**src/sv/hill_pkg.sv**
```systemverilog
// shared types, constants and modulo-26 helpers for the hill cipher block
package hill_pkg;

   localparam int LETTERS    = 26;
   localparam int GROUP_SIZE = 3;
   localparam int KEY_WIDTH  = 45;
   localparam int DATA_WIDTH = 64;
   localparam int ADDR_WIDTH = 4;

   typedef logic [4:0]       letter_type;
   typedef logic [8:0][4:0]  matrix_type;
   typedef logic [2:0][4:0]  vector_type;

   localparam letter_type PAD_LETTER = 5'd23;
   localparam matrix_type KEY_RESET  = 45'd1099512676353;

   // register select, taken from address bit 3
   localparam logic REG_KEY       = 1'b0;
   localparam logic REG_DIRECTION = 1'b1;

   typedef enum logic [2:0] {
      KEY_IDLE,
      KEY_REDUCE,
      KEY_ADJ,
      KEY_DET,
      KEY_INV
   } key_state_type;

   typedef struct packed {
      logic       busy;
      logic       decrypt;
      logic       invertible;
      matrix_type key_red;
      matrix_type inverse;
   } key_status_type;

   typedef struct packed {
      logic       valid;
      vector_type vec;
   } group_type;

   // x mod 26 for x below 4096: reciprocal estimate, then one correction
   function automatic letter_type mod26(input logic [11:0] x);
      logic [20:0] prod;
      logic [7:0]  q;
      logic [11:0] qm;
      logic [11:0] diff;
      logic [5:0]  rem;
      prod = 21'(x) * 21'd315;
      q    = prod[20:13];
      qm   = 12'({4'd0, q} * 12'd26);
      diff = x - qm;
      rem  = diff[5:0];
      return (rem >= 6'(LETTERS)) ? 5'(rem - 6'(LETTERS)) : rem[4:0];
   endfunction

   // single reduction of a 5-bit value
   function automatic letter_type red26(input letter_type x);
      return (x >= 5'(LETTERS)) ? 5'(x - 5'(LETTERS)) : x;
   endfunction

   function automatic letter_type mul_mod(input letter_type a, input letter_type b);
      logic [9:0] p;
      p = 10'(a) * 10'(b);
      return mod26({2'b00, p});
   endfunction

   // (a - b) mod 26 for a, b in 0..25
   function automatic letter_type sub_mod(input letter_type a, input letter_type b);
      logic [5:0] s;
      s = (a >= b) ? 6'(a) - 6'(b) : 6'(a) + 6'(LETTERS) - 6'(b);
      return s[4:0];
   endfunction

   // inverse of a unit mod 26, zero where none exists
   function automatic letter_type inv_lookup(input letter_type d);
      letter_type r;
      case (d)
         5'd1:    r = 5'd1;
         5'd3:    r = 5'd9;
         5'd5:    r = 5'd21;
         5'd7:    r = 5'd15;
         5'd9:    r = 5'd3;
         5'd11:   r = 5'd19;
         5'd15:   r = 5'd7;
         5'd17:   r = 5'd23;
         5'd19:   r = 5'd11;
         5'd21:   r = 5'd5;
         5'd23:   r = 5'd17;
         5'd25:   r = 5'd25;
         default: r = 5'd0;
      endcase
      return r;
   endfunction

endpackage

```
**src/sv/hill_key_unit.sv**
```systemverilog
// register port, key storage and multi-cycle inverse-key sequencer
module hill_key_unit (
   input  logic                                clock,
   input  logic                                reset,
   input  logic                                psel,
   input  logic                                penable,
   input  logic                                pwrite,
   input  logic [hill_pkg::ADDR_WIDTH-1:0]     paddr,
   input  logic [hill_pkg::DATA_WIDTH-1:0]     pwdata,
   output logic [hill_pkg::DATA_WIDTH-1:0]     prdata,
   output logic                                pready,
   output hill_pkg::key_status_type            key_status
);

   hill_pkg::key_state_type state_ff, state_in;
   hill_pkg::matrix_type    key_ff;
   hill_pkg::matrix_type    kred_ff, kred_in;
   hill_pkg::matrix_type    adj_ff, adj_in;
   hill_pkg::matrix_type    inverse_ff, inverse_in;
   hill_pkg::letter_type    det_ff, det_in;
   hill_pkg::letter_type    dinv;
   logic                    invertible_ff;
   logic                    direction_ff;
   logic                    wr;
   logic                    key_wr;
   logic [11:0]             det_sum;

   assign pready = 1'b1;
   assign wr     = psel && penable && pwrite;
   assign key_wr = wr && (paddr[3] == hill_pkg::REG_KEY);

   always_comb begin
      if (paddr[3] == hill_pkg::REG_DIRECTION) begin
         prdata = {{(hill_pkg::DATA_WIDTH-1){1'b0}}, direction_ff};
      end else begin
         prdata = {{(hill_pkg::DATA_WIDTH-hill_pkg::KEY_WIDTH){1'b0}}, key_ff};
      end
   end

   // sequencer: a key write (re)starts the walk through the stages
   always_ff @(posedge clock) begin
      if (reset) begin
         state_ff <= hill_pkg::KEY_IDLE;
      end else begin
         state_ff <= state_in;
      end
   end

   always_comb begin
      state_in = state_ff;
      case (state_ff)
         hill_pkg::KEY_IDLE:   state_in = hill_pkg::KEY_IDLE;
         hill_pkg::KEY_REDUCE: state_in = hill_pkg::KEY_ADJ;
         hill_pkg::KEY_ADJ:    state_in = hill_pkg::KEY_DET;
         hill_pkg::KEY_DET:    state_in = hill_pkg::KEY_INV;
         hill_pkg::KEY_INV:    state_in = hill_pkg::KEY_IDLE;
         default:              state_in = hill_pkg::KEY_IDLE;
      endcase
      if (key_wr) begin
         state_in = hill_pkg::KEY_REDUCE;
      end
   end

   // per-stage arithmetic
   always_comb begin
      for (int i = 0; i < 9; i++) begin
         kred_in[i] = hill_pkg::red26(key_ff[i]);
      end

      adj_in[0] = hill_pkg::sub_mod(hill_pkg::mul_mod(kred_ff[4], kred_ff[8]),
                                    hill_pkg::mul_mod(kred_ff[5], kred_ff[7]));
      adj_in[1] = hill_pkg::sub_mod(hill_pkg::mul_mod(kred_ff[2], kred_ff[7]),
                                    hill_pkg::mul_mod(kred_ff[1], kred_ff[8]));
      adj_in[2] = hill_pkg::sub_mod(hill_pkg::mul_mod(kred_ff[1], kred_ff[5]),
                                    hill_pkg::mul_mod(kred_ff[2], kred_ff[4]));
      adj_in[3] = hill_pkg::sub_mod(hill_pkg::mul_mod(kred_ff[5], kred_ff[6]),
                                    hill_pkg::mul_mod(kred_ff[3], kred_ff[8]));
      adj_in[4] = hill_pkg::sub_mod(hill_pkg::mul_mod(kred_ff[0], kred_ff[8]),
                                    hill_pkg::mul_mod(kred_ff[2], kred_ff[6]));
      adj_in[5] = hill_pkg::sub_mod(hill_pkg::mul_mod(kred_ff[2], kred_ff[3]),
                                    hill_pkg::mul_mod(kred_ff[0], kred_ff[5]));
      adj_in[6] = hill_pkg::sub_mod(hill_pkg::mul_mod(kred_ff[3], kred_ff[7]),
                                    hill_pkg::mul_mod(kred_ff[4], kred_ff[6]));
      adj_in[7] = hill_pkg::sub_mod(hill_pkg::mul_mod(kred_ff[1], kred_ff[6]),
                                    hill_pkg::mul_mod(kred_ff[0], kred_ff[7]));
      adj_in[8] = hill_pkg::sub_mod(hill_pkg::mul_mod(kred_ff[0], kred_ff[4]),
                                    hill_pkg::mul_mod(kred_ff[1], kred_ff[3]));

      // first-row expansion of the determinant
      det_sum = 12'(kred_ff[0]) * 12'(adj_ff[0])
              + 12'(kred_ff[1]) * 12'(adj_ff[3])
              + 12'(kred_ff[2]) * 12'(adj_ff[6]);
      det_in  = hill_pkg::mod26(det_sum);

      dinv = hill_pkg::inv_lookup(det_ff);
      for (int i = 0; i < 9; i++) begin
         inverse_in[i] = (dinv == 5'd0) ? 5'd0 : hill_pkg::mul_mod(adj_ff[i], dinv);
      end
   end

   always_ff @(posedge clock) begin
      if (reset) begin
         key_ff        <= hill_pkg::KEY_RESET;
         direction_ff  <= 1'b0;
         kred_ff       <= hill_pkg::KEY_RESET;
         inverse_ff    <= hill_pkg::KEY_RESET;
         invertible_ff <= 1'b1;
      end else begin
         if (key_wr) begin
            key_ff <= pwdata[hill_pkg::KEY_WIDTH-1:0];
         end
         if (wr && (paddr[3] == hill_pkg::REG_DIRECTION)) begin
            direction_ff <= pwdata[0];
         end
         if (state_ff == hill_pkg::KEY_REDUCE) begin
            kred_ff <= kred_in;
         end
         if (state_ff == hill_pkg::KEY_INV) begin
            inverse_ff    <= inverse_in;
            invertible_ff <= (dinv != 5'd0);
         end
      end
   end

   always_ff @(posedge clock) begin
      if (state_ff == hill_pkg::KEY_ADJ) begin
         adj_ff <= adj_in;
      end
      if (state_ff == hill_pkg::KEY_DET) begin
         det_ff <= det_in;
      end
   end

   assign key_status.busy       = (state_ff != hill_pkg::KEY_IDLE);
   assign key_status.decrypt    = direction_ff;
   assign key_status.invertible = invertible_ff;
   assign key_status.key_red    = kred_ff;
   assign key_status.inverse    = inverse_ff;

endmodule

```
**config.mk**
```make
export PLATFORM = sky130hd
export DESIGN_NAME = hill_key_unit
export DESIGN_NICKNAME = d
export VERILOG_FILES = /design/src/sv/hill_pkg.sv /design/src/sv/hill_key_unit.sv
export SDC_FILE = /design/constraint.sdc
export NUM_CORES = 2
export LEC_CHECK = 0
export ABC_AREA = 1
export BUFFER_PORTS_ARGS = -buffer_cell sky130_fd_sc_hd__buf_2
export CAP_MARGIN = 30
export CORE_ASPECT_RATIO = 0.8
export CORE_UTILIZATION = 41
export DETAILED_ROUTE_END_ITERATION = 10
export SETUP_SLACK_MARGIN = 0.3
export SYNTH_ARGS = -nofsm -noshare
export SYNTH_HDL_FRONTEND = slang
export SYNTH_SLANG_ARGS = --single-unit
```
**constraint.sdc**
```tcl
create_clock -name clock -period 20.8 [get_ports clock]
set_input_delay 0 -clock clock [delete_from_list [all_inputs] [get_ports clock]]
set_output_delay 0 -clock clock [all_outputs]
set_load 0.1 [all_outputs]
```
==> metrics <==
status=finished clean; Pwr per Cell Area=106.4 mW/mm²; met1 WL=99.66 mm; Sw Pwr=5.930 mW; synthesis-to-finish area growth=6.065%; CTS Sinks=195; asr flop ratio synth=0%; vias per cell=4.780; gr ovfl total=0; initial DRC count=3413; width of the die=524.3 µm; CTS tree=done; WL met2=98.79 mm; met3 wire len=6.260 mm; final worst-path cycle share=59.46%; io pins=231; WHS Endpoint=state_ff[1]$_SDFF_PP0_; post-DP HPWL=181.7 mm; reg2reg end=adj_ff[14]$_DFFE_PP_; Post-CTS Resized=0; H-tree levels=4; CORE AREA=0.2157 mm²; worst r2r src=key_status[52]$_SDFFE_PP0P_; CP startpoint kind=register; crit path DAT=12650 ps; Clk pwr share=3.9%; CTS max path bufs=2; top_reg_cell synth=dfxtp_1; drt wl/cell=14.56 µm; cell repeated most along the worst path=ha_1; die area=0.2201 mm²; post-CTS setup buffer count=0; switching portion of total power=58.70%; Max FO, Critical Path=21; final net count=14900; Peak VDD IR=407.3 µV; total number of vias=69310; CP max stage cell=dfxtp_1; cell taking the most area after synthesis=ha_1; CTS root buf=clkbuf_16; unrepaired setup endpoints after global routing=false; Worst Hold Class=primary input to register; synth top area cells=ha_1, fa_1, inv_1; Logic pwr share=90.8%; top cell type's share of synthesized area=28.78%; Final Critical Period=12370 ps; max_cap viols=0; relative slew slack=23.02%; antenna violations before repair=5; cells after synthesis=11490; top sig layer=met4; clock latency at the later pin of the worst-skew pair=590 ps; setup violators final=0; fin util=44.01%; reg-to-reg slack, setup=8430 ps; Hold Crit Start=pwrite; Seq/Total Area, Yosys=4.922%; largest net degree at the start of global routing=84; number of synthesized flops with an enable pin=50; Slew @ Worst Pin=1155 ps; worst setup path start=key_status[52]$_SDFFE_PP0P_; register bit total from synthesis=195; DRC viols=0; fmax=0.08085 GHz; Critical Path RT=21080 ps; Avg Cell Area, Syn=7.785 µm²; die height=419.8 µm; routability congestion estimate=0.8915; Yosys warnings=0; Initial Util=41.49%; Final TNS setup=0 ps; Internal Power=4.172 mW; Worst Hold Path Cells=5; Routed Antenna Nets=0; total wire length=211.1 mm; Post-Syn Area=0.08948 mm²; Slew Limit Fails=0; layout cells sized above 1=3.427%; worst reg-to-reg path cell count=47; endpoints failing hold=0; TritonRoute pass-1 iters=6; peak per-stage delay on the critical path=630 ps; LEAKAGE=59.58 nW; total track usage=19.97%; Reg power frac=5.3%; vias in the first global route=71520; Rows=152; kind of critical path=register to register; first-pass GRT wire length=356.7 mm; CTS Buf Count=17; CP endpoint kind=register; Setup Skew=40.09 ps; CTS clock-pin slew for the worst setup and hold paths=120 ps; IO Port Bufs=188; Yosys cell types=58
[layer usage]
| metal | track usage (%) | vias to the layer above |
|---|---|---|
| li1 | - | 35230 |
| met1 | 26.65 | 33010 |
| met2 | 34.30 | 934 |
| met3 | 1.564 | 137 |
| met4 | 5.875 | 0 |
| met5 | 0 | - |
[cell usage after synthesis (14+ instances only)]
master and count:
ha_1 2058, xnor2_1 219, a21o_1 52, nand4_1 82
xor2_1 300, clkbuf_1 164, buf_4 22, o21ai_0 285
or2_2 52, o211ai_1 29, nor2_1 305, a211oi_1 19
o21bai_1 43, o221ai_1 14, dfxtp_1 145, buf_1 26
nand3b_1 41, nand3_1 281, nand2_1 1875, inv_1 3455
fa_1 1143, edfxtp_1 50, a21oi_1 594, o21a_1 16
a31oi_1 34, nor3_1 44, nand2_2 21
[state kept, by name, indices dropped and copies added, names as in the netlist]
name / count
dinv: 5
adj_ff: 45
direction_ff: 1
key_ff: 45
det_ff: 5
key_status: 90
state_ff: 3
invertible_ff: 1
[power by group through the flow]
stage	Clock, mW	Combinational, mW	Sequential (mW)
after detailed placement	0	9.06	0.542
after global routing	0.414	10.6	0.535
after CTS	0.406	9.16	0.533
final	0.392	9.18	0.533
after floorplan	0	7.20	0.556
after global placement	0	8.70	0.542
[what timing repair did]
item / CTS / global route
endpoints found under the setup margin: 0 / 0
hold buffers: 53 / 0
endpoints found under the hold margin: 64 / 0
[cells in the final DEF, fill, tap and decap left out, drive strengths merged, types with 41 or more instances in the layout]
cell type    synthesis  routed
nand4               82      82
edfxtp              50      50
nand3b              41      41
a21o                52      52
o21bai              43      43
fa                1143    1143
dlygate4sd3          0      53
ha                2058    2058
o21ai              295     295
nand2             1897    1897
dfxtp              145     145
nor3                45      45
or2                 69      69
xor2               303     303
a21oi              594     594
inv               3461    3470
nor2               305     305
nand3              284     284
xnor2              220     220
buf                 49     258
[worst max path at each step]
stage	to	slack, ps	cells past startpoint
floorplan	dinv[3]$_DFF_P_	8790	57
global route	adj_ff[14]$_DFFE_PP_	7620	48
CTS	adj_ff[13]$_DFFE_PP_	8310	45
finish	adj_ff[14]$_DFFE_PP_	8430	47
detailed placement	adj_ff[13]$_DFFE_PP_	8410	45
global placement	adj_ff[13]$_DFFE_PP_	8600	45
[kinds of logic (layout without fill, tap and decap cells)]
group | after synthesis | in the layout | synth area share (%)
flip-flops | 195 | 195 | 4.922
AO/OA/AOI/OAI | 1149 | 1149 | 7.200
XOR/XNOR | 529 | 529 | 5.304
AND/OR/NAND/NOR | 2740 | 2740 | 12.70
other | 2 | 30 | 0.008393
buffers and inverters | 3677 | 3808 | 15.52
adder cells (fa/ha/maj) | 3201 | 3201 | 54.35
[worst max-delay path, delay by kind of cell, from the launching register on]
kind | cells | cell delay (ps)
DFF | 1 | 630
and+or+nand+nor | 14 | 1390
xor gates and xnor gates | 4 | 1220
AOI/OAI and AO/OA | 8 | 2140
buffers and inverters | 6 | 680
adders and majority gates | 15 | 5970
[metrics by stage]
stage          hold slack [ps]  cells  instance area [µm²]  worst slack [ps]  power (mW)
2_1_floorplan            126.4  11510                89550              8790       7.758
3_3_place_gp             233.9  14410                93710              8597       9.237
3_5_place_dp             234.7  14410                93710              8409       9.600
4_1_cts                  4.554  14490                94870              8313       10.10
5_1_grt                  65.16  14500                94900              7623       11.58
6_report                 70.03  14500                94900              8432       10.10
[cell type report]
| cell class | count | area, µm² |
|---|---|---|
| Clock buffer | 18 | 439.2 |
| Multi-Input combinational cell | 7639 | 71270 |
| Tap cell | 2849 | 3565 |
| Timing Repair Buffer | 312 | 2004 |
| Clock inverter | 14 | 187.7 |
| Inverter | 3464 | 13000 |
| Antenna cell | 10 | 25.02 |
| Fill cell | 21400 | 120800 |
| Sequential cell | 195 | 4412 |
Note: power is estimated with default switching activity, not from simulation.
