<file path="src/sv/hill_pkg.sv">
// shared types, constants and modulo-26 helpers for the hill cipher block
package hill_pkg;

   localparam int LETTERS    = 26;
   localparam int GROUP_SIZE = 3;
   localparam int KEY_WIDTH  = 45;
   localparam int DATA_WIDTH = 64;
   localparam int ADDR_WIDTH = 4;

   typedef logic [4:0]       letter_type;
   typedef logic [8:0][4:0]  matrix_type;
   typedef logic [2:0][4:0]  vector_type;

   localparam letter_type PAD_LETTER = 5'd23;
   localparam matrix_type KEY_RESET  = 45'd1099512676353;

   // register select, taken from address bit 3
   localparam logic REG_KEY       = 1'b0;
   localparam logic REG_DIRECTION = 1'b1;

   typedef enum logic [2:0] {
      KEY_IDLE,
      KEY_REDUCE,
      KEY_ADJ,
      KEY_DET,
      KEY_INV
   } key_state_type;

   typedef struct packed {
      logic       busy;
      logic       decrypt;
      logic       invertible;
      matrix_type key_red;
      matrix_type inverse;
   } key_status_type;

   typedef struct packed {
      logic       valid;
      vector_type vec;
   } group_type;

   // x mod 26 for x below 4096: reciprocal estimate, then one correction
   function automatic letter_type mod26(input logic [11:0] x);
      logic [20:0] prod;
      logic [7:0]  q;
      logic [11:0] qm;
      logic [11:0] diff;
      logic [5:0]  rem;
      prod = 21'(x) * 21'd315;
      q    = prod[20:13];
      qm   = 12'({4'd0, q} * 12'd26);
      diff = x - qm;
      rem  = diff[5:0];
      return (rem >= 6'(LETTERS)) ? 5'(rem - 6'(LETTERS)) : rem[4:0];
   endfunction

   // single reduction of a 5-bit value
   function automatic letter_type red26(input letter_type x);
      return (x >= 5'(LETTERS)) ? 5'(x - 5'(LETTERS)) : x;
   endfunction

   function automatic letter_type mul_mod(input letter_type a, input letter_type b);
      logic [9:0] p;
      p = 10'(a) * 10'(b);
      return mod26({2'b00, p});
   endfunction

   // (a - b) mod 26 for a, b in 0..25
   function automatic letter_type sub_mod(input letter_type a, input letter_type b);
      logic [5:0] s;
      s = (a >= b) ? 6'(a) - 6'(b) : 6'(a) + 6'(LETTERS) - 6'(b);
      return s[4:0];
   endfunction

   // inverse of a unit mod 26, zero where none exists
   function automatic letter_type inv_lookup(input letter_type d);
      letter_type r;
      case (d)
         5'd1:    r = 5'd1;
         5'd3:    r = 5'd9;
         5'd5:    r = 5'd21;
         5'd7:    r = 5'd15;
         5'd9:    r = 5'd3;
         5'd11:   r = 5'd19;
         5'd15:   r = 5'd7;
         5'd17:   r = 5'd23;
         5'd19:   r = 5'd11;
         5'd21:   r = 5'd5;
         5'd23:   r = 5'd17;
         5'd25:   r = 5'd25;
         default: r = 5'd0;
      endcase
      return r;
   endfunction

endpackage

</file>
<file path="src/sv/hill_if.sv">


interface hill_rsp_if;
   logic                 valid;
   logic                 ready;
   hill_pkg::letter_type out_letter;
   logic                 group_last;
   logic                 key_singular;

   modport source (output valid, output out_letter, output group_last,
                   output key_singular, input ready);
   modport sink   (input valid, input out_letter, input group_last,
                   input key_singular, output ready);
endinterface

</file>
<file path="src/sv/hill_mix.sv">
// matrix-vector product mod 26 and the three-letter result buffer
module hill_mix (
   input  logic                       clock,
   input  logic                       reset,
   input  hill_pkg::group_type        grp,
   input  hill_pkg::key_status_type   key_status,
   output logic                       grp_ready,
   hill_rsp_if.source                 rsp_ch
);

   hill_pkg::matrix_type        m;
   logic                        err;
   logic [11:0]                 row_sum [3];
   hill_pkg::vector_type        res_in;
   hill_pkg::vector_type        out_ff, out_in;
   logic                        err_ff;
   logic [1:0]                  left_ff, left_in;
   logic                        load;
   logic                        drain;

   always_comb begin
      m   = key_status.decrypt ? key_status.inverse : key_status.key_red;
      err = key_status.decrypt && !key_status.invertible;
      for (int r = 0; r < hill_pkg::GROUP_SIZE; r++) begin
         row_sum[r] = 12'(m[3*r])   * 12'(grp.vec[0])
                    + 12'(m[3*r+1]) * 12'(grp.vec[1])
                    + 12'(m[3*r+2]) * 12'(grp.vec[2]);
         res_in[r]  = err ? 5'd0 : hill_pkg::mod26(row_sum[r]);
      end
   end

   assign drain     = rsp_ch.valid && rsp_ch.ready;
   assign grp_ready = (left_ff == 2'd0) || ((left_ff == 2'd1) && rsp_ch.ready);
   assign load      = grp.valid && grp_ready;

   always_comb begin
      left_in = left_ff;
      out_in  = out_ff;
      if (load) begin
         left_in = 2'd3;
         out_in  = res_in;
      end else if (drain) begin
         left_in = left_ff - 2'd1;
         out_in  = {5'd0, out_ff[2], out_ff[1]};
      end
   end

   always_ff @(posedge clock) begin
      if (reset) begin
         left_ff <= 2'd0;
      end else begin
         left_ff <= left_in;
      end
   end

   always_ff @(posedge clock) begin
      out_ff <= out_in;
      if (load) begin
         err_ff <= err;
      end
   end

   assign rsp_ch.valid        = (left_ff != 2'd0);
   assign rsp_ch.out_letter   = out_ff[0];
   assign rsp_ch.group_last   = (left_ff == 2'd1);
   assign rsp_ch.key_singular = err_ff;

endmodule

</file>
<file path="src/flat_wrapper.sv">
// flat-port wrapper written by rule: the top's interface ports become plain ports
module hill_mix_flat 
  (clock, reset, grp, key_status, grp_ready, rsp_ch_valid, rsp_ch_out_letter, rsp_ch_group_last, rsp_ch_key_singular, rsp_ch_ready);
  hill_rsp_if rsp_ch_i ();
  input  logic clock;
  input  logic reset;
  input  hill_pkg::group_type grp;
  input  hill_pkg::key_status_type key_status;
  output logic grp_ready;
  output wire logic [$bits(rsp_ch_i.valid)-1:0] rsp_ch_valid;
  output wire logic [$bits(rsp_ch_i.out_letter)-1:0] rsp_ch_out_letter;
  output wire logic [$bits(rsp_ch_i.group_last)-1:0] rsp_ch_group_last;
  output wire logic [$bits(rsp_ch_i.key_singular)-1:0] rsp_ch_key_singular;
  input wire logic [$bits(rsp_ch_i.ready)-1:0] rsp_ch_ready;
  assign rsp_ch_valid = rsp_ch_i.valid;
  assign rsp_ch_out_letter = rsp_ch_i.out_letter;
  assign rsp_ch_group_last = rsp_ch_i.group_last;
  assign rsp_ch_key_singular = rsp_ch_i.key_singular;
  assign rsp_ch_i.ready = rsp_ch_ready;
  hill_mix u_core (.clock(clock), .reset(reset), .grp(grp), .key_status(key_status), .grp_ready(grp_ready), .rsp_ch(rsp_ch_i));
endmodule
</file>
<file path="config.mk">
export PLATFORM = sky130hd
export DESIGN_NAME = hill_mix_flat
export DESIGN_NICKNAME = d
export VERILOG_FILES = /design/src/sv/hill_pkg.sv /design/src/sv/hill_if.sv /design/src/sv/hill_mix.sv /design/src/flat_wrapper.sv
export SDC_FILE = /design/constraint.sdc
export NUM_CORES = 1
export LEC_CHECK = 0
export ABC_CLOCK_PERIOD_IN_PS = 23700
export BUFFER_PORTS_ARGS = -buffer_cell sky130_fd_sc_hd__buf_2
export CAP_MARGIN = 40
export CORE_MARGIN = 2
export CORE_UTILIZATION = 69
export CTS_CLUSTER_DIAMETER = 30
export CTS_CLUSTER_SIZE = 14
export DETAILED_ROUTE_END_ITERATION = 8
export PLACE_DENSITY = 0.9
export SLEW_MARGIN = 20
export SYNTH_ARGS = -nofsm -noshare
export SYNTH_HDL_FRONTEND = slang
export SYNTH_SLANG_ARGS = --single-unit
</file>
<file path="constraint.sdc">
create_clock -name clock -period 23.7 [get_ports clock]
set_input_delay 4.74 -clock clock [delete_from_list [all_inputs] [get_ports clock]]
set_output_delay 4.74 -clock clock [all_outputs]
set_load 0.01 [all_outputs]
</file>
==> results_dict.tcl, run 1 <==
set metrics [dict create \
    clkLatencyLatePin_ps 240 \
    htreeDepth 1 \
    ctsRootBufferMaster "sky130_fd_sc_hd__clkbuf_16" \
    seq_area_frac_synth_pct 3.34 \
    routed_wire_per_std_cell_um 16.2 \
    crit_path_start_kind "primary input" \
    cts_repair_resize_count 0 \
    final-setup-viol-count 0 \
    max_slew.worst_pin.slew_ps 793 \
    die_w_um 154 \
    topRoutingLayerUsed "met4" \
    final_cells 2093 \
    grtUsageTotal_pct 29.3 \
    timing.setup.tns_ps 0 \
    synth.avg_cell_area_um2 9.11 \
    numClockSinks 18 \
    crit_fanout 46 \
    critPathMostFrequentCell "sky130_fd_sc_hd__fa_1" \
    die_area_mm2 0.0238 \
    timing.fmax_ghz 0.0584 \
    synth.cell_area_mm2 0.0156 \
    async_flop_share_pct 0 \
    ys_dominant_reg_cell "sky130_fd_sc_hd__edfxtp_1" \
    placed_cells_incl_taps 2088 \
    setup.worst_path.class "primary input to flop" \
    antenna_violations_before_repair 0 \
    ys_warn_count 0 \
    initial_drc_count 572 \
    synth_top_area_share_pct 35.0 \
    critical_path.max_stage_delay_ps 570 \
    design_area_mm2 0.0165 \
    detailed_place_hpwl_um 30000 \
    globalplace.congestion 0.875 \
    placement.cell_area_mm2 0.0164 \
    post_synth_main_area_contributors "sky130_fd_sc_hd__fa_1 (35%), sky130_fd_sc_hd__ha_1 (23%), sky130_fd_sc_hd__inv_1 (12%), sky130_fd_sc_hd__and2_1 (4.1%), sky130_fd_sc_hd__xnor2_1 (3.3%)" \
    crit_end_element "flop" \
    min_path_type "flop to flop" \
    worstPathArrival_ps 17220 \
    critical-path-slowest-cell "sky130_fd_sc_hd__buf_4" \
    port_buffers 119 \
    timing.max_cap.violations 0 \
    clock_skew_ps 0.682 \
    floorplan.initialDensity_pct 69.5 \
    final_cell_mix "sky130_fd_sc_hd__inv_1 (519), sky130_fd_sc_hd__ha_1 (288), sky130_fd_sc_hd__fa_1 (273)" \
    tritoncts "yes" \
    netlist.top_cell.by_area "sky130_fd_sc_hd__fa_1" \
    design.core.area_mm2 0.0224 \
    syn_to_final_growth_pct 5.95 \
    run_status "finished, final reports clean" \
    postLayoutCoreUtil_pct 73.7 \
    grt_setup_unrepaired "no" \
    rows 55 \
    routedLengthMet1_um 12800 \
    io_pins 121 \
    layout_commonest_cell "sky130_fd_sc_hd__inv_1" \
    post_cts_setup_bufs 0 \
    fraction_of_final_layout_cells_with_drive_strength_greater_than_1_pct 9.79 \
    fill_cells 1471 \
    vias 11600 \
    ys_ff_latch 18 \
    routed-wl-met2_um 18200 \
    cts_buffers 3 \
    critPathRequiredTime_ps 23780 \
    ant_nets 0 \
    post_synth_inst_count 1712 \
    grt_max_degree 47 \
    vias_in_the_first_global_route 12800 \
    layout_worst_path_cycle_share_pct 72.3 \
    timing.final.hold_violations 0 \
    synth-edff-count 16 \
    routed_wl_um 33800 \
    final-max-slew-violation-count 0 \
    unique_cell_type_count_in_the_yosys_netlist 55 \
    path_clk_slew_ps 50 \
    drt_pass1_iterations 5 \
    worst_slew_margin_relative_to_its_limit_pct 46.8 \
    n_antenna_cell 0 \
    wl_met3_um 1620 \
    drc_errors 0 \
    number_of_hold_buffers_added_after_cts 0 \
    detail_route.vias_per_cell 5.52 \
    die_h_um 154 \
    synth.net_count 2385 \
    nNetsFinal 2482 \
    global_route_wire_length_before_repair_um 57100 \
    clock_path_buffers 2 \
    period_minus_slack_ps 17140 \
    grt_overflow_total 0 \
]
cell usage after synthesis, types with 4 or more instances:
| cell type | number |
|---|---|
| sky130_fd_sc_hd__and3_1 | 4 |
| sky130_fd_sc_hd__and2_1 | 103 |
| sky130_fd_sc_hd__nor2b_1 | 45 |
| sky130_fd_sc_hd__a21o_1 | 19 |
| sky130_fd_sc_hd__o21ai_0 | 17 |
| sky130_fd_sc_hd__buf_4 | 5 |
| sky130_fd_sc_hd__o21a_1 | 8 |
| sky130_fd_sc_hd__xor2_1 | 17 |
| sky130_fd_sc_hd__clkbuf_1 | 24 |
| sky130_fd_sc_hd__nor2_1 | 22 |
| sky130_fd_sc_hd__ha_1 | 288 |
| sky130_fd_sc_hd__inv_1 | 519 |
| sky130_fd_sc_hd__fa_1 | 273 |
| sky130_fd_sc_hd__edfxtp_1 | 16 |
| sky130_fd_sc_hd__o211ai_1 | 4 |
| sky130_fd_sc_hd__nand2_1 | 97 |
| sky130_fd_sc_hd__a21oi_1 | 40 |
| sky130_fd_sc_hd__mux2_2 | 36 |
| sky130_fd_sc_hd__nand3_1 | 9 |
| sky130_fd_sc_hd__o21bai_1 | 9 |
| sky130_fd_sc_hd__mux2i_1 | 11 |
| sky130_fd_sc_hd__xnor2_1 | 58 |
| sky130_fd_sc_hd__nand2b_1 | 18 |
| sky130_fd_sc_hd__nand4_1 | 4 |
| sky130_fd_sc_hd__nor3_1 | 11 |
kinds of logic (layout without fill, tap and decap cells):
kind of cell	Yosys count	count (layout)	share of synthesized area, %
fa+ha+maj	561	561	58.1
buf+inv	550	646	13.4
simple gates	326	326	11.2
compound gates	129	129	5.69
xor+xnor	81	81	4.96
mux	47	47	3.30
flops	18	18	3.34
metal layers:
layer,track usage (%),up-vias
li1,-,5374
met1,35.2,5685
met2,55.8,388
met3,1.82,105
met4,9.74,0
met5,0,-
layout make-up:
| type | count | area, µm² | share of cell area, % |
|---|---|---|---|
| clock buffer | 4 | 88.8 | 0.537 |
| inverter | 521 | 1960 | 11.8 |
| multi-input combinational | 1144 | 13000 | 78.6 |
| sequential | 18 | 520 | 3.15 |
| tap | 285 | 357 | 2.16 |
| timing repair buffer | 121 | 611 | 3.69 |
flip-flops by register name (all words and copies together) (netlist names):
name / cells
u_core.out_ff: 10
u_core.left_ff: 2
u_core.rsp_ch.out_letter: 5
u_core.rsp_ch.key_singular: 1
through the flow:
| stage | hold WS (ps) | worst slack (ps) |
|---|---|---|
| final | 518 | 6560 |
| after detailed placement | 510 | 6360 |
| after CTS | 517 | 6550 |
| after global placement | 482 | 6690 |
| after global routing | 544 | 5680 |
| after floorplan | 471 | 7220 |
final timing paths:
check | from | end | slack (ps) | cells past startpoint
worst max-delay path | key_status[91] | u_core.out_ff[14]$_SDFFCE_PP0P_ | 6560 | 47
worst max register to register | u_core.left_ff[0]$_SDFFE_PP0P_ | u_core.out_ff[13]$_SDFFCE_PP0P_ | 21090 | 10
worst min-delay path | u_core.left_ff[1]$_SDFFE_PP0P_ | u_core.left_ff[1]$_SDFFE_PP0P_ | 520 | 2
worst min register to register | u_core.left_ff[1]$_SDFFE_PP0P_ | u_core.left_ff[1]$_SDFFE_PP0P_ | 520 | 2
critical path: cells and delay by family:
family / cells / cell delay (ps)
adders and majority gates: 17 / 6930
xor gates and xnor gates: 5 / 1730
AOI/OAI and AO/OA: 9 / 1420
buffers and inverters: 10 / 1140
and+or+nand+nor: 5 / 600
muxes: 1 / 570
Power of run 1 is left out: the tool's default activity adds up to more than one toggle a clock period on the data nets, which glitch-free logic cannot reach.
==> run 2: changes to the inputs <==
Settings changed: ABC_AREA set to 1, ABC_CLOCK_PERIOD_IN_PS 23700 to 17840, CORE_UTILIZATION 69 to 64, PLACE_DENSITY 0.9 to 0.84.
Clock period 23.7 ns to 17.84 ns, I/O delays scaled along.
==> results_dict.tcl, run 2 <==
set metrics [dict create \
    run_status "finished, final reports clean" \
    clkLatencyLatePin_ps 250 \
    n_antenna_cell 0 \
    final_cell_mix "sky130_fd_sc_hd__inv_1 (655), sky130_fd_sc_hd__ha_1 (288), sky130_fd_sc_hd__nand2_1 (284)" \
    timing.setup.tns_ps 0 \
    synth_most_common_cell "sky130_fd_sc_hd__inv_1" \
    routed_wire_per_std_cell_um 14.4 \
    design.core.area_mm2 0.0249 \
    routed_wl_um 35900 \
    ys_ff_latch 18 \
    ant_nets 0 \
    clock_skew_ps 4.44 \
    most_frequent_cells_after_synthesis "sky130_fd_sc_hd__inv_1 (655), sky130_fd_sc_hd__ha_1 (288), sky130_fd_sc_hd__nand2_1 (284)" \
    period_minus_slack_ps 15510 \
    globalplace.congestion 0.915 \
    worstPathArrival_ps 15510 \
    floorplan.initialDensity_pct 64.6 \
    synth_top_area_share_pct 34.0 \
    grtUsageTotal_pct 29.2 \
    tritoncts "yes" \
    timing.fmax_ghz 0.0645 \
    min_from "u_core.left_ff[0]$_SDFFE_PP0P_" \
    rows 58 \
    async_flop_share_pct 0 \
    cts_repair_resize_count 0 \
    path_clk_slew_ps 50 \
    fraction_of_final_layout_cells_with_drive_strength_greater_than_1_pct 9.05 \
    number_of_flip_flops_under_the_largest_register_name 10 \
    grt_setup_unrepaired "no" \
    fill_cells 1978 \
    critical-path-slowest-cell "sky130_fd_sc_hd__fa_1" \
    die_w_um 162 \
    synth.cell_area_mm2 0.0161 \
    timing.final.hold_violations 0 \
    layout_commonest_cell "sky130_fd_sc_hd__inv_1" \
    netlist.top_cell.by_area "sky130_fd_sc_hd__fa_1" \
    nNetsFinal 2839 \
    worst_r2r_startpoint "u_core.left_ff[0]$_SDFFE_PP0P_" \
    port_buffers 119 \
    crit_fanout 33 \
    max_flop_register "u_core.out_ff" \
    timing.max_cap.violations 0 \
    die_h_um 162 \
    initial_drc_count 625 \
    grt_overflow_total 0 \
    ys_dominant_reg_cell "sky130_fd_sc_hd__edfxtp_1" \
    global_route_wire_length_before_repair_um 62900 \
    crit_path_start_kind "primary input" \
    die_area_mm2 0.0264 \
    io_pins 121 \
    ctsRootBufferMaster "sky130_fd_sc_hd__clkbuf_16" \
    syn_to_final_growth_pct 6.34 \
    numClockSinks 18 \
    critPathMostFrequentCell "sky130_fd_sc_hd__inv_1" \
    worst_slew_margin_relative_to_its_limit_pct 39.3 \
    htreeDepth 1 \
    cts_buffers 3 \
    layout_worst_path_cycle_share_pct 86.9 \
    vias_in_the_first_global_route 14000 \
    ys_warn_count 0 \
    max_slew.worst_pin.slew_ps 901 \
    setup.worst_path.class "primary input to flop" \
    final-setup-viol-count 0 \
    number_of_hold_buffers_added_after_cts 0 \
    drc_errors 0 \
    synth-edff-count 16 \
    post_synth_main_area_contributors "sky130_fd_sc_hd__fa_1 (34%), sky130_fd_sc_hd__ha_1 (22%), sky130_fd_sc_hd__inv_1 (15%), sky130_fd_sc_hd__nand2_1 (6.6%), sky130_fd_sc_hd__nor2_1 (4.0%)" \
    grt_max_degree 46 \
    min_path_type "flop to flop" \
    timing.critical_path.from "key_status[91]" \
    synth.net_count 2737 \
    seq_area_frac_synth_pct 3.24 \
    critical_path.max_stage_delay_ps 550 \
    detailed_place_hpwl_um 32300 \
    vias 13000 \
    unique_cell_type_count_in_the_yosys_netlist 42 \
    detail_route.vias_per_cell 5.21 \
    clock_path_buffers 2 \
    antenna_violations_before_repair 0 \
    final-max-slew-violation-count 0 \
    drt_pass1_iterations 5 \
    synth.avg_cell_area_um2 7.79 \
    critPathRequiredTime_ps 17840 \
    post_synth_inst_count 2064 \
    post_cts_setup_bufs 0 \
    crit_end_element "flop" \
]
[run 2: cell types whose count changed after synthesis, moves of 18 or more]
cell                       delta
sky130_fd_sc_hd__nand3_1     +57
sky130_fd_sc_hd__and2_1     -102
sky130_fd_sc_hd__o21ai_0     +28
sky130_fd_sc_hd__mux2_2      -36
sky130_fd_sc_hd__nand2b_1    -18
sky130_fd_sc_hd__nor2b_1     -45
sky130_fd_sc_hd__nor2_1     +149
sky130_fd_sc_hd__inv_1      +136
sky130_fd_sc_hd__or2_2       +44
sky130_fd_sc_hd__xnor2_1     -39
sky130_fd_sc_hd__nand2_1    +187
[run 2: routing by layer]
| layer | global-route usage (%) | routed length [µm] | vias to the layer above |
|---|---|---|---|
| li1 | - | - | 6272 |
| met1 | 36.1 | 14600 | 6244 |
| met2 | 54.1 | 18300 | 386 |
| met3 | 2.62 | 1840 | 96 |
| met4 | 8.77 | 1180 | 0 |
| met5 | 0 | 0 | - |
[run 2: metrics by stage]
step	setup WS, ps	area (µm²)	std cells	utilization, %	hold WS (ps)
after global placement	1910	17000	2487	68.2	474
after floorplan	3170	16100	2064	-	453
after CTS	2290	17100	2492	68.6	516
final	2330	17100	2495	68.7	510
after global routing	1450	17100	2495	68.7	539
after detailed placement	2050	17000	2488	68.3	505
[run 2: cells by family after synthesis]
logic type | after synthesis | synth area share, %
XOR/XNOR | 52 | 3.04
AND/OR/NAND/NOR | 600 | 15.8
multiplexers | 10 | 0.623
flip-flops | 18 | 3.24
adder cells (fa/ha/maj) | 561 | 56.4
buffers and inverters | 693 | 16.3
AO/OA/AOI/OAI | 130 | 4.56
[run 2: path summary, 6_finish.rpt]
| check | end | slack [ps] | cells after the start |
|---|---|---|---|
| setup / recovery | u_core.out_ff[9]$_DFFE_PP_ | 2330 | 59 |
| hold / removal | u_core.left_ff[0]$_SDFFE_PP0P_ | 510 | 1 |
| setup reg to reg | u_core.out_ff[7]$_DFFE_PP_ | 15880 | 9 |
| hold reg to reg | u_core.left_ff[0]$_SDFFE_PP0P_ | 510 | 1 |
[run 2: cell type report]
type | count | area [µm²] | share of cell area [%]
multi-input combinational | 1353 | 12900 | 75.6
inverter | 666 | 2500 | 14.6
timing repair buffer | 124 | 651 | 3.81
sequential | 18 | 520 | 3.04
tap | 330 | 413 | 2.42
clock buffer | 4 | 78.8 | 0.461
[run 2: worst max-delay path, delay by kind of cell]
family | cells | cell delay [ps]
fa+ha+maj | 16 | 6830
simple gates | 19 | 2290
buf+inv | 18 | 1660
compound gates | 5 | 980
xor+xnor | 1 | 150
Power of run 2 is left out for the same reason.
