===== src/sv/hill_pkg.sv =====
// shared types, constants and modulo-26 helpers for the hill cipher block
package hill_pkg;

   localparam int LETTERS    = 26;
   localparam int GROUP_SIZE = 3;
   localparam int KEY_WIDTH  = 45;
   localparam int DATA_WIDTH = 64;
   localparam int ADDR_WIDTH = 4;

   typedef logic [4:0]       letter_type;
   typedef logic [8:0][4:0]  matrix_type;
   typedef logic [2:0][4:0]  vector_type;

   localparam letter_type PAD_LETTER = 5'd23;
   localparam matrix_type KEY_RESET  = 45'd1099512676353;

   // register select, taken from address bit 3
   localparam logic REG_KEY       = 1'b0;
   localparam logic REG_DIRECTION = 1'b1;

   typedef enum logic [2:0] {
      KEY_IDLE,
      KEY_REDUCE,
      KEY_ADJ,
      KEY_DET,
      KEY_INV
   } key_state_type;

   typedef struct packed {
      logic       busy;
      logic       decrypt;
      logic       invertible;
      matrix_type key_red;
      matrix_type inverse;
   } key_status_type;

   typedef struct packed {
      logic       valid;
      vector_type vec;
   } group_type;

   // x mod 26 for x below 4096: reciprocal estimate, then one correction
   function automatic letter_type mod26(input logic [11:0] x);
      logic [20:0] prod;
      logic [7:0]  q;
      logic [11:0] qm;
      logic [11:0] diff;
      logic [5:0]  rem;
      prod = 21'(x) * 21'd315;
      q    = prod[20:13];
      qm   = 12'({4'd0, q} * 12'd26);
      diff = x - qm;
      rem  = diff[5:0];
      return (rem >= 6'(LETTERS)) ? 5'(rem - 6'(LETTERS)) : rem[4:0];
   endfunction

   // single reduction of a 5-bit value
   function automatic letter_type red26(input letter_type x);
      return (x >= 5'(LETTERS)) ? 5'(x - 5'(LETTERS)) : x;
   endfunction

   function automatic letter_type mul_mod(input letter_type a, input letter_type b);
      logic [9:0] p;
      p = 10'(a) * 10'(b);
      return mod26({2'b00, p});
   endfunction

   // (a - b) mod 26 for a, b in 0..25
   function automatic letter_type sub_mod(input letter_type a, input letter_type b);
      logic [5:0] s;
      s = (a >= b) ? 6'(a) - 6'(b) : 6'(a) + 6'(LETTERS) - 6'(b);
      return s[4:0];
   endfunction

   // inverse of a unit mod 26, zero where none exists
   function automatic letter_type inv_lookup(input letter_type d);
      letter_type r;
      case (d)
         5'd1:    r = 5'd1;
         5'd3:    r = 5'd9;
         5'd5:    r = 5'd21;
         5'd7:    r = 5'd15;
         5'd9:    r = 5'd3;
         5'd11:   r = 5'd19;
         5'd15:   r = 5'd7;
         5'd17:   r = 5'd23;
         5'd19:   r = 5'd11;
         5'd21:   r = 5'd5;
         5'd23:   r = 5'd17;
         5'd25:   r = 5'd25;
         default: r = 5'd0;
      endcase
      return r;
   endfunction

endpackage


===== src/sv/hill_if.sv =====
// valid/ready channel interfaces for letters in and letters out
interface hill_req_if;
   logic                 valid;
   logic                 ready;
   hill_pkg::letter_type letter;
   logic                 end_of_message;

   modport source (output valid, output letter, output end_of_message, input ready);
   modport sink   (input valid, input letter, input end_of_message, output ready);
endinterface



===== src/sv/hill_collect.sv =====
// gathers letters into groups of three, pads short final groups
module hill_collect (
   input  logic                    clock,
   input  logic                    reset,
   hill_req_if.sink                req_ch,
   input  logic                    key_busy,
   input  logic                    grp_ready,
   output hill_pkg::group_type     grp
);

   logic [1:0]                  count_ff, count_in;
   hill_pkg::letter_type [1:0]  buf_ff;
   logic                        grp_valid_ff, grp_valid_in;
   hill_pkg::vector_type        vec_ff, vec_in;
   logic                        accept;
   logic                        completes;

   assign req_ch.ready = !key_busy && (!grp_valid_ff || grp_ready);
   assign accept       = req_ch.valid && req_ch.ready;
   assign completes    = (count_ff == 2'd2) || req_ch.end_of_message;

   always_comb begin
      vec_in = vec_ff;
      case (count_ff)
         2'd0:    vec_in = {hill_pkg::PAD_LETTER, hill_pkg::PAD_LETTER, req_ch.letter};
         2'd1:    vec_in = {hill_pkg::PAD_LETTER, req_ch.letter, buf_ff[0]};
         default: vec_in = {req_ch.letter, buf_ff[1], buf_ff[0]};
      endcase

      count_in     = count_ff;
      grp_valid_in = grp_valid_ff && !grp_ready;
      if (accept) begin
         if (completes) begin
            count_in     = 2'd0;
            grp_valid_in = 1'b1;
         end else begin
            count_in = count_ff + 2'd1;
         end
      end
   end

   always_ff @(posedge clock) begin
      if (reset) begin
         count_ff     <= 2'd0;
         grp_valid_ff <= 1'b0;
      end else begin
         count_ff     <= count_in;
         grp_valid_ff <= grp_valid_in;
      end
   end

   always_ff @(posedge clock) begin
      if (accept && !completes) begin
         buf_ff[count_ff[0]] <= req_ch.letter;
      end
      if (accept && completes) begin
         vec_ff <= vec_in;
      end
   end

   assign grp.valid = grp_valid_ff;
   assign grp.vec   = vec_ff;

endmodule


===== src/flat_wrapper.sv =====
// flat-port wrapper written by rule: the top's interface ports become plain ports
module hill_collect_flat 
  (clock, reset, key_busy, grp_ready, grp, req_ch_valid, req_ch_letter, req_ch_end_of_message, req_ch_ready);
  hill_req_if req_ch_i ();
  input  logic clock;
  input  logic reset;
  input  logic key_busy;
  input  logic grp_ready;
  output hill_pkg::group_type grp;
  input wire logic [$bits(req_ch_i.valid)-1:0] req_ch_valid;
  input wire logic [$bits(req_ch_i.letter)-1:0] req_ch_letter;
  input wire logic [$bits(req_ch_i.end_of_message)-1:0] req_ch_end_of_message;
  output wire logic [$bits(req_ch_i.ready)-1:0] req_ch_ready;
  assign req_ch_i.valid = req_ch_valid;
  assign req_ch_i.letter = req_ch_letter;
  assign req_ch_i.end_of_message = req_ch_end_of_message;
  assign req_ch_ready = req_ch_i.ready;
  hill_collect u_core (.clock(clock), .reset(reset), .req_ch(req_ch_i), .key_busy(key_busy), .grp_ready(grp_ready), .grp(grp));
endmodule

===== config.mk =====
export PLATFORM = sky130hd
export DESIGN_NAME = hill_collect_flat
export DESIGN_NICKNAME = d
export VERILOG_FILES = /design/src/sv/hill_pkg.sv /design/src/sv/hill_if.sv /design/src/sv/hill_collect.sv /design/src/flat_wrapper.sv
export SDC_FILE = /design/constraint.sdc
export NUM_CORES = 1
export LEC_CHECK = 0
export BUFFER_PORTS_ARGS = -buffer_cell sky130_fd_sc_hd__buf_2
export CAP_MARGIN = 20
export CORE_MARGIN = 2
export CORE_UTILIZATION = 44
export CTS_CLUSTER_DIAMETER = 200
export DETAILED_ROUTE_END_ITERATION = 8
export PLACE_DENSITY = 0.68
export SETUP_SLACK_MARGIN = 0.1
export SLEW_MARGIN = 10
export SYNTH_ARGS = -nofsm -noshare
export SYNTH_HDL_FRONTEND = slang
export SYNTH_SLANG_ARGS = --single-unit

===== constraint.sdc =====
create_clock -name clock -period 2.9 [get_ports clock]
set_input_delay 0.29 -clock clock [delete_from_list [all_inputs] [get_ports clock]]
set_output_delay 0.29 -clock clock [all_outputs]
set_load 0.02 [all_outputs]

==> summary.md, run 1 <==
| Metric | Value |
|---|---|
| Run status | completed |
| RSZ-0062 raised after global routing | no |
| CTS tree | built |
| Synthesized cell area | 0.00113 mm^2 |
| Max Cap Violations | 0 |
| Master of the slowest instance on the critical path | or4_4 |
| Cells on worst reg2reg path | 5 |
| Worst-path clk slew | 0.14 ns |
| Leak Pwr | 0.482 nW |
| Pwr Total | 0.000697 W |
| Largest area contributor in the netlist | edfxtp_1 |
| Die Y | 54.7 um |
| CP required | 2.94 ns |
| Num CTS Buffers | 3 |
| Post-DP HPWL | 1310 um |
| Largest net degree at the start of global routing | 16 |
| Commonest non-fill, non-tap cell in the layout | buf_2 |
| CP max FO | 5 |
| DR vias | 682 |
| Worst-Skew Late Latency | 0.32 ns |
| Final #Nets | 119 |
| GRT overflow | 0 |
| Core Footprint | 0.00245 mm^2 |
| Syn Nets | 89 |
| Vias in the first global route | 652 |
| Chip width | 54.7 um |
| Non-filler cells, final | 134 |
| Initial core utilization | 46.1% |
| ANT cells | 0 |
| Arrival time worst endpoint | 1.92 ns |
| Min-Delay Path Class | primary input to flip-flop |
| Area Growth Syn to Fin | 17.8% |
| Worst vdd ir | 0.272 mV |
| H-Tree Depth | 1 |
| Fmax | 0.533 GHz |
| Clk buf depth | 2 |
| Setup WS pre-CTS | 1.04 ns |
| Most frequent cells in the layout | buf_2, edfxtp_1, a22o_1 |
| Drt pass-1 iters | 4 |
| Total Wirelength | 1820 um |
| Layout Skew | 0.00568 ns |
| Final period util | 64.7% |
| Post-synth cell types | 20 |
| Cts repair resizes | 0 |
| Final Critical Period | 1.88 ns |
| Crit path buf inv count | 2 |
| 1st-iter DRT viols | 16 |
| Seq/Total Area, Yosys | 71.6% |
| Full die area | 0.00300 mm^2 |
| Clock Sinks | 28 |
| Routed vias/inst | 5.09 |
| Levels on crit path | 5 |
| Largest delay contributor family on the critical path | simple AND/OR/NAND/NOR gates |
| Critical path's largest stage delay | 0.43 ns |
| R2R setup slack | 1.02 ns |
| Number of port buffers | 27 |
| Final Hold Fails | 0 |
| Cell chain of the critical path | inv_1 -> ha_1 -> or2_1 -> or4_4 -> inv_1 |
| Root Driver | clkbuf_4 |
| Worst setup margin | 1.02 ns |
| Placer Congestion | 0.763 |
| Worst slew pin tran | 0.669 ns |
| Crit path launch type | flip-flop |
| Gate Count Post-Synth | 75 |
| Final setup viols | 0 |
| Postcts setup bufs | 0 |
| Routed WL per cell | 13.6 um |
| Top cell type's share of synthesized area | 66.3% |
| Initial antenna violation count | 0 |
| Setup TNS | 0 ns |
| Rel. slew slack | 55.1% |
| Io pins | 28 |
| Fin. max-slew vios | 0 |
| DRC errors left | 0 |
| Synth area leaders | edfxtp_1, dfxtp_1, a22o_1, ha_1, a211o_1 |
| Final ANT Viol Nets | 0 |
| Aggregate global-route resource usage | 14.4% |
| Dpl cell area | 0.00130 mm^2 |
| First-pass GRT wire length | 2920 um |
| Ys Warns | 0 |
| Synthesized flop and latch total | 28 |
| Syn Area/Cell | 15.1 um^2 |
| Fin area | 0.00133 mm^2 |
| Hold depth | 2 |
| Pwr dens | 523 mW/mm^2 |
| Layout cells sized above 1 | 32.7% |
| CP Class | flip-flop to flip-flop |
| # rows | 18 |
| Critical Path Sink Type | flip-flop |
| Hold_buf cts | 0 |
| CP most frequent cell | inv_1 |
| DP Cell Count | 130 |
-- cell type report --
cell class,count,area (um^2)
multi-input cells,41,295
inverters,3,11.3
flip-flops and latches,28,811
fillers,210,1120
well taps,30,37.5
clock buffers,4,36.3
repair buffers,28,143
-- Yosys cell counts --
cell type / n
and2_1: 1
nor3_1: 1
ha_1: 3
o21ai_0: 2
or2_1: 1
nor2_1: 5
buf_4: 1
nor2b_1: 5
a21oi_1: 3
or4_4: 1
clkbuf_1: 2
or3_1: 4
inv_1: 3
dfxtp_1: 3
nor2b_4: 1
a211o_1: 4
a22o_1: 6
edfxtp_1: 25
nand2b_1: 3
nand4b_1: 1
-- layer usage --
layer	vias up	global-route usage, %	part of all wire [%]
li1	339	-	-
met1	321	17.5	43
met2	20	23.6	51
met3	2	3.55	5.2
met4	0	7.50	0.55
met5	-	0	0
-- stage by stage --
| step | util, % | hold WS (ns) |
|---|---|---|
| global placement | 52.9 | 0.478 |
| CTS | 54.3 | 0.124 |
| global route | 54.3 | 0.124 |
| detailed placement | 52.9 | 0.489 |
| floorplan | - | 0.359 |
| finish | 54.3 | 0.138 |
-- cells by family after synthesis --
logic type      Yosys count  synth area share (%)
flops                    28                  71.6
compound gates           15                  9.94
buf+inv                   6                  2.32
fa+ha+maj                 3                  3.32
simple gates             23                  12.8
-- worst paths after layout --
path | startpoint | to
setup reg to reg | u_core.count_ff[0] | u_core.buf_ff[3]
setup / recovery | u_core.count_ff[0] | u_core.buf_ff[3]
hold reg to reg | u_core.count_ff[1] | u_core.count_ff[1]
hold / removal | reset | u_core.count_ff[0]
-- power breakdown --
group / total [W] / switching, W / internal (W)
Combinational: 0.0000606 / 0.0000367 / 0.0000239
Sequential: 0.000452 / 0.00000249 / 0.000449
Clock: 0.000185 / 0.000109 / 0.0000768
-- flip-flops by register name, indices dropped and copies added, names as in the netlist --
signal               cells
u_core.grp              15
u_core.buf_ff           10
u_core.grp_valid_ff      1
u_core.count_ff          2
No activity file was read; power rests on OpenSTA's default activity.
==> inputs of run 2 (changes only) <==
==> constraint.sdc (replaced) <==
create_clock -name clock -period 1.9 [get_ports clock]
set_input_delay 0.19 -clock clock [delete_from_list [all_inputs] [get_ports clock]]
set_output_delay 0.19 -clock clock [all_outputs]
set_load 0.02 [all_outputs]
==> summary.md, run 2 (synthesized netlist as in run 1, its figures left out) <==
| Metric | Value |
|---|---|
| Layout Skew | 0.00456 ns (-0.00112 ns) |
| RSZ-0062 raised after global routing | no |
| Run status | completed |
| Most frequent cells in the layout | buf_2, edfxtp_1, a22o_1 |
| Critical path's largest stage delay | 0.45 ns (+0.02 ns) |
| Final Critical Period | 1.72 ns (-0.157 ns) |
| Final Hold Fails | 0 (unchanged) |
| Initial core utilization | 46.1% (unchanged) |
| Final #Nets | 122 (+2.5%) |
| DRC errors left | 0 (unchanged) |
| Worst slew pin tran | 0.739 ns (+0.0705 ns) |
| Layout cells sized above 1 | 36.4% (+3.8 points) |
| Placer Congestion | 0.706 (-7.4%) |
| Pwr dens | 778 mW/mm^2 (+49%) |
| Io pins | 28 (unchanged) |
| Worst vdd ir | 0.518 mV (+91%) |
| GRT overflow | 0 (unchanged) |
| Aggregate global-route resource usage | 12.9% (-1.5 points) |
| Setup TNS | 0 ns (unchanged) |
| Cell chain of the critical path | inv_1 -> ha_1 -> or2_1 -> or4_4 -> clkinvlp_4 |
| Fin area | 0.00136 mm^2 (+2.2%) |
| First-pass GRT wire length | 2710 um (-7.1%) |
| H-Tree Depth | 1 (unchanged) |
| Number of port buffers | 27 (unchanged) |
| Routed vias/inst | 4.99 (-1.9%) |
| CP Class | flip-flop to flip-flop |
| CP required | 1.94 ns (-1.00 ns) |
| DR vias | 684 (+0.29%) |
| Drt pass-1 iters | 2 (-2) |
| Core Footprint | 0.00245 mm^2 (unchanged) |
| Chip width | 54.7 um (unchanged) |
| Min-Delay Path Class | primary input to flip-flop |
| Total Wirelength | 1650 um (-9.4%) |
| Leak Pwr | 0.488 nW (+1.2%) |
| Final period util | 90.5% (+26 points) |
| # rows | 18 (unchanged) |
| Post-DP HPWL | 1260 um (-3.2%) |
| Worst hold slack | 0.0419 ns (-0.0957 ns) |
| Initial antenna violation count | 0 (unchanged) |
| Full die area | 0.00300 mm^2 (unchanged) |
| Clock Sinks | 28 (unchanged) |
| Area Growth Syn to Fin | 20.3% |
| Routed WL per cell | 12.0 um (-11%) |
| Clk buf depth | 2 (unchanged) |
| Arrival time worst endpoint | 1.76 ns (-0.16 ns) |
| Final ANT Viol Nets | 0 (unchanged) |
| Critical Path Sink Type | flip-flop |
| DP Cell Count | 133 (+2.3%) |
| CTS tree | built |
| 1st-iter DRT viols | 11 (-5) |
| Hold_buf cts | 0 (unchanged) |
| Largest register FFs | 15 (unchanged) |
| Worst-path clk slew | 0.14 ns (about the same) |
| Fmax | 0.581 GHz (+9.1%) |
| Vias in the first global route | 632 (-3.1%) |
| Rel. slew slack | 50.7% (-4.4 points) |
| Crit path launch type | flip-flop |
| Non-filler cells, final | 137 (+2.2%) |
| Largest net degree at the start of global routing | 16 (unchanged) |
| Max Cap Violations | 0 (unchanged) |
| Commonest non-fill, non-tap cell in the layout | buf_2 |
| Master of the slowest instance on the critical path | or4_4 |
| Fin. max-slew vios | 0 (unchanged) |
| Cts repair resizes | 1 (+1) |
| ANT cells | 0 (unchanged) |
| Root Driver | clkbuf_4 |
| Dpl cell area | 0.00132 mm^2 (+1.7%) |
| Worst-Skew Late Latency | 0.31 ns (about the same) |
| Die Y | 54.7 um (unchanged) |
| Postcts setup bufs | 0 (unchanged) |
| Num CTS Buffers | 3 (unchanged) |
| CP max FO | 5 (unchanged) |
| Final setup viols | 0 (unchanged) |
| Pwr Total | 0.00106 W (+52%) |
-- run 2: cell types whose count changed in the layout (fill, tap and decap cells not counted) --
| cell | change |
|---|---|
| inv_1 | -1 |
| nor2_1 | -1 |
| clkinvlp_4 | +1 |
| buf_4 | +3 |
| nor2_2 | +1 |
-- run 2: final timing paths --
kind | startpoint | endpoint | slack, ns | cells after the start
worst max-delay path | u_core.count_ff[0] | u_core.buf_ff[1] | 0.18 | 5
worst min register to register | u_core.count_ff[1] | u_core.count_ff[1] | 0.53 | 2
worst min-delay path | reset | u_core.count_ff[0] | 0.04 | 2
worst max register to register | u_core.count_ff[0] | u_core.buf_ff[1] | 0.18 | 5
-- run 2: per-layer routing --
layer	up-vias	wire [um]	GRT usage (%)
met5	-	0	0
met4	0	15	5.00
met3	2	107	2.46
met2	20	826	23.4
met1	317	697	14.7
li1	345	-	-
-- run 2: power by group --
part / internal [W] / switching (W)
Combinational: 0.0000389 / 0.0000558
Clock: 0.000117 / 0.000159
Sequential: 0.000685 / 0.00000307
Total: 0.000841 / 0.000218
-- run 2: area by class of cell --
| class | count | area, um^2 |
|---|---|---|
| Inverter | 3 | 15.0 |
| Multi-Input combinational cell | 41 | 298 |
| Clock buffer | 4 | 36.3 |
| Timing Repair Buffer | 31 | 165 |
| Tap cell | 30 | 37.5 |
| Sequential cell | 28 | 811 |
| Fill cell | 218 | 1090 |
-- run 2: stage by stage --
step                utilization (%)  setup slack (ns)
floorplan                         -             0.184
global placement               53.8            0.0364
detailed placement             53.8           -0.0501
CTS                            55.4             0.138
global route                   55.5             0.110
finish                         55.5             0.180
-- run 2: worst max-delay path, delay by kind of cell, from the launching register on --
kind                       cells  cell delay, ns
DFF                            1            0.35
and+or+nand+nor                2            0.71
buffers and inverters          2            0.19
adders and majority gates      1            0.20
==> inputs of run 3 (changes only) <==
--- a/config.mk
+++ b/config.mk
@@ -11,6 +11,8 @@
 export CORE_UTILIZATION = 44
 export CTS_CLUSTER_DIAMETER = 200
 export DETAILED_ROUTE_END_ITERATION = 8
+export HOLD_SLACK_MARGIN = 0.15
+export MAX_ROUTING_LAYER = met4
 export PLACE_DENSITY = 0.68
 export SETUP_SLACK_MARGIN = 0.1
 export SLEW_MARGIN = 10
==> summary.md, run 3 (synthesized netlist as in run 1, its figures left out) <==
| Metric | Value |
|---|---|
| Placer Congestion | 0.714 (+1.1%) |
| Clock Sinks | 28 (unchanged) |
| DP Cell Count | 133 (unchanged) |
| Rel. slew slack | 50.2% (-0.45 points) |
| Core Footprint | 0.00245 mm^2 (unchanged) |
| Largest register FFs | 15 (unchanged) |
| Chip width | 54.7 um (unchanged) |
| # rows | 18 (unchanged) |
| Area Growth Syn to Fin | 25.6% |
| Worst-Skew Late Latency | 0.31 ns (about the same) |
| Final ANT Viol Nets | 0 (unchanged) |
| Vias in the first global route | 649 (+2.7%) |
| Initial antenna violation count | 0 (unchanged) |
| RSZ-0062 raised after global routing | no |
| Critical Path Sink Type | flip-flop |
| Non-filler cells, final | 143 (+4.4%) |
| Post-DP HPWL | 1260 um (unchanged) |
| Routed vias/inst | 4.87 (-2.4%) |
| CTS tree | built |
| Storage cell area | 811 um^2 (unchanged) |
| 1st-iter DRT viols | 9 (-2) |
| Reg-to-Reg End | u_core.buf_ff[0] |
| Final period util | 90.2% (-0.30 points) |
| Worst slew pin tran | 0.746 ns (+0.00677 ns) |
| DR vias | 697 (+1.9%) |
| GRT overflow | 0 (unchanged) |
| Leak Pwr | 0.513 nW (+5.1%) |
| Io pins | 28 (unchanged) |
| Max Cap Violations | 0 (unchanged) |
| Pwr Total | 0.00107 W (+1.0%) |
| Commonest non-fill, non-tap cell in the layout | buf_2 |
| Final Critical Period | 1.71 ns (-0.00563 ns) |
| Fin. max-slew vios | 0 (unchanged) |
| Initial core utilization | 46.1% (unchanged) |
| Pwr dens | 752 mW/mm^2 (-3.2%) |
| Final setup viols | 0 (unchanged) |
| Worst-path clk slew | 0.14 ns (about the same) |
| Clk buf depth | 2 (unchanged) |
| R2R setup slack | 0.19 ns (about the same) |
| Most frequent cells in the layout | buf_2, edfxtp_1, a22o_1, dlygate4sd3_1, nor2b_1 |
| Worst Hold End | u_core.count_ff[1] |
| Full die area | 0.00300 mm^2 (unchanged) |
| CP max FO | 5 (unchanged) |
| Number of port buffers | 27 (unchanged) |
| Worst vdd ir | 0.517 mV (-0.22%) |
| Arrival time worst endpoint | 1.76 ns (about the same) |
| Layout Skew | 0.00222 ns (-0.00234 ns) |
| Total Wirelength | 1700 um (+3.2%) |
| Postcts setup bufs | 0 (unchanged) |
| Layout cells sized above 1 | 34.5% (-1.9 points) |
| Aggregate global-route resource usage | 13.6% (+0.69 points) |
| Drt pass-1 iters | 3 (+1) |
| First-pass GRT wire length | 2770 um (+2.3%) |
| Largest net degree at the start of global routing | 16 (unchanged) |
| DRC errors left | 0 (unchanged) |
| Area occupied by multi-input gates | 298 um^2 (unchanged) |
| Cells on worst reg2reg path | 5 (unchanged) |
| Final Hold Fails | 0 (unchanged) |
| Die Y | 54.7 um (unchanged) |
| CP required | 1.95 ns (about the same) |
| Hold depth | 4 (+2) |
| Root Driver | clkbuf_4 |
| H-Tree Depth | 1 (unchanged) |
| Routed WL per cell | 11.9 um (-1.1%) |
| Final #Nets | 128 (+4.9%) |
| Crit path launch type | flip-flop |
| Num CTS Buffers | 3 (unchanged) |
| Fmax | 0.583 GHz (+0.33%) |
| CP Class | flip-flop to flip-flop |
| R2R Path Start | u_core.count_ff[0] |
| Run status | completed |
| ANT cells | 0 (unchanged) |
| # fillers | 212 (-2.8%) |
| Min-delay src | req_ch_end_of_message |
| Min-Delay Path Class | primary input to flip-flop |
run 3: changes by cell type in the layout (fill, tap and decap cells not counted), sizes merged:
cell	delta
dlygate4sd3	+6
run 3: timing repair:
| item | 4_1_cts | 5_1_grt |
|---|---|---|
| endpoints found under the hold margin | 13 | 0 |
| resized for setup | 1 | 1 |
| endpoints found under the setup margin | 15 | 5 |
| hold buffers | 6 | 0 |
run 3: cell type report:
class | instances | share of cell area, %
clock buffer | 4 | 2.55
inverter | 3 | 1.06
multi-input combinational | 41 | 20.9
sequential | 28 | 57.0
tap | 30 | 2.64
timing repair buffer | 37 | 15.8
run 3: through the flow:
stage,hold slack (ns),instance area [um^2],util [%],setup WS [ns],setup TNS [ns]
finish,0.208,1420,58.0,0.185,0
global route,0.213,1420,58.0,0.112,0
detailed placement,0.393,1320,53.8,-0.0501,-0.743
floorplan,0.259,1130,-,0.184,0
CTS,0.198,1420,57.8,0.138,0
global placement,0.380,1320,53.8,0.0364,0
run 3: layer usage:
layer | wire, um | vias to the layer above | GRT usage [%] | share of wire, %
li1 | - | 358 | - | -
met1 | 730 | 317 | 14.8 | 43
met2 | 847 | 20 | 24.4 | 50
met3 | 106 | 2 | 2.46 | 6.2
met4 | 15 | 0 | 5.00 | 0.88
met5 | 0 | - | - | 0
run 3: worst max-delay path by stage:
stage | endpoint | from | depth (start not counted) | slack [ns]
CTS | u_core.buf_ff[0] | u_core.count_ff[0] | 5 | 0.14
global placement | u_core.grp[3] | u_core.count_ff[0] | 4 | 0.04
floorplan | u_core.buf_ff[0] | u_core.count_ff[0] | 5 | 0.18
global route | u_core.buf_ff[2] | u_core.count_ff[0] | 5 | 0.11
finish | u_core.buf_ff[0] | u_core.count_ff[0] | 5 | 0.19
detailed placement | u_core.grp[3] | key_busy | 4 | -0.05
run 3: power by group:
part	total [W]	switching [W]	internal (W)
Combinational	0.000104	0.0000572	0.0000469
Clock	0.000278	0.000161	0.000117
Sequential	0.000689	0.00000312	0.000686
run 3: critical path: stages, from the launching register on:
cell        delay (ns)
dfxtp_1           0.35
inv_1             0.06
ha_1              0.20
or2_1             0.26
or4_4             0.45
clkinvlp_4        0.13
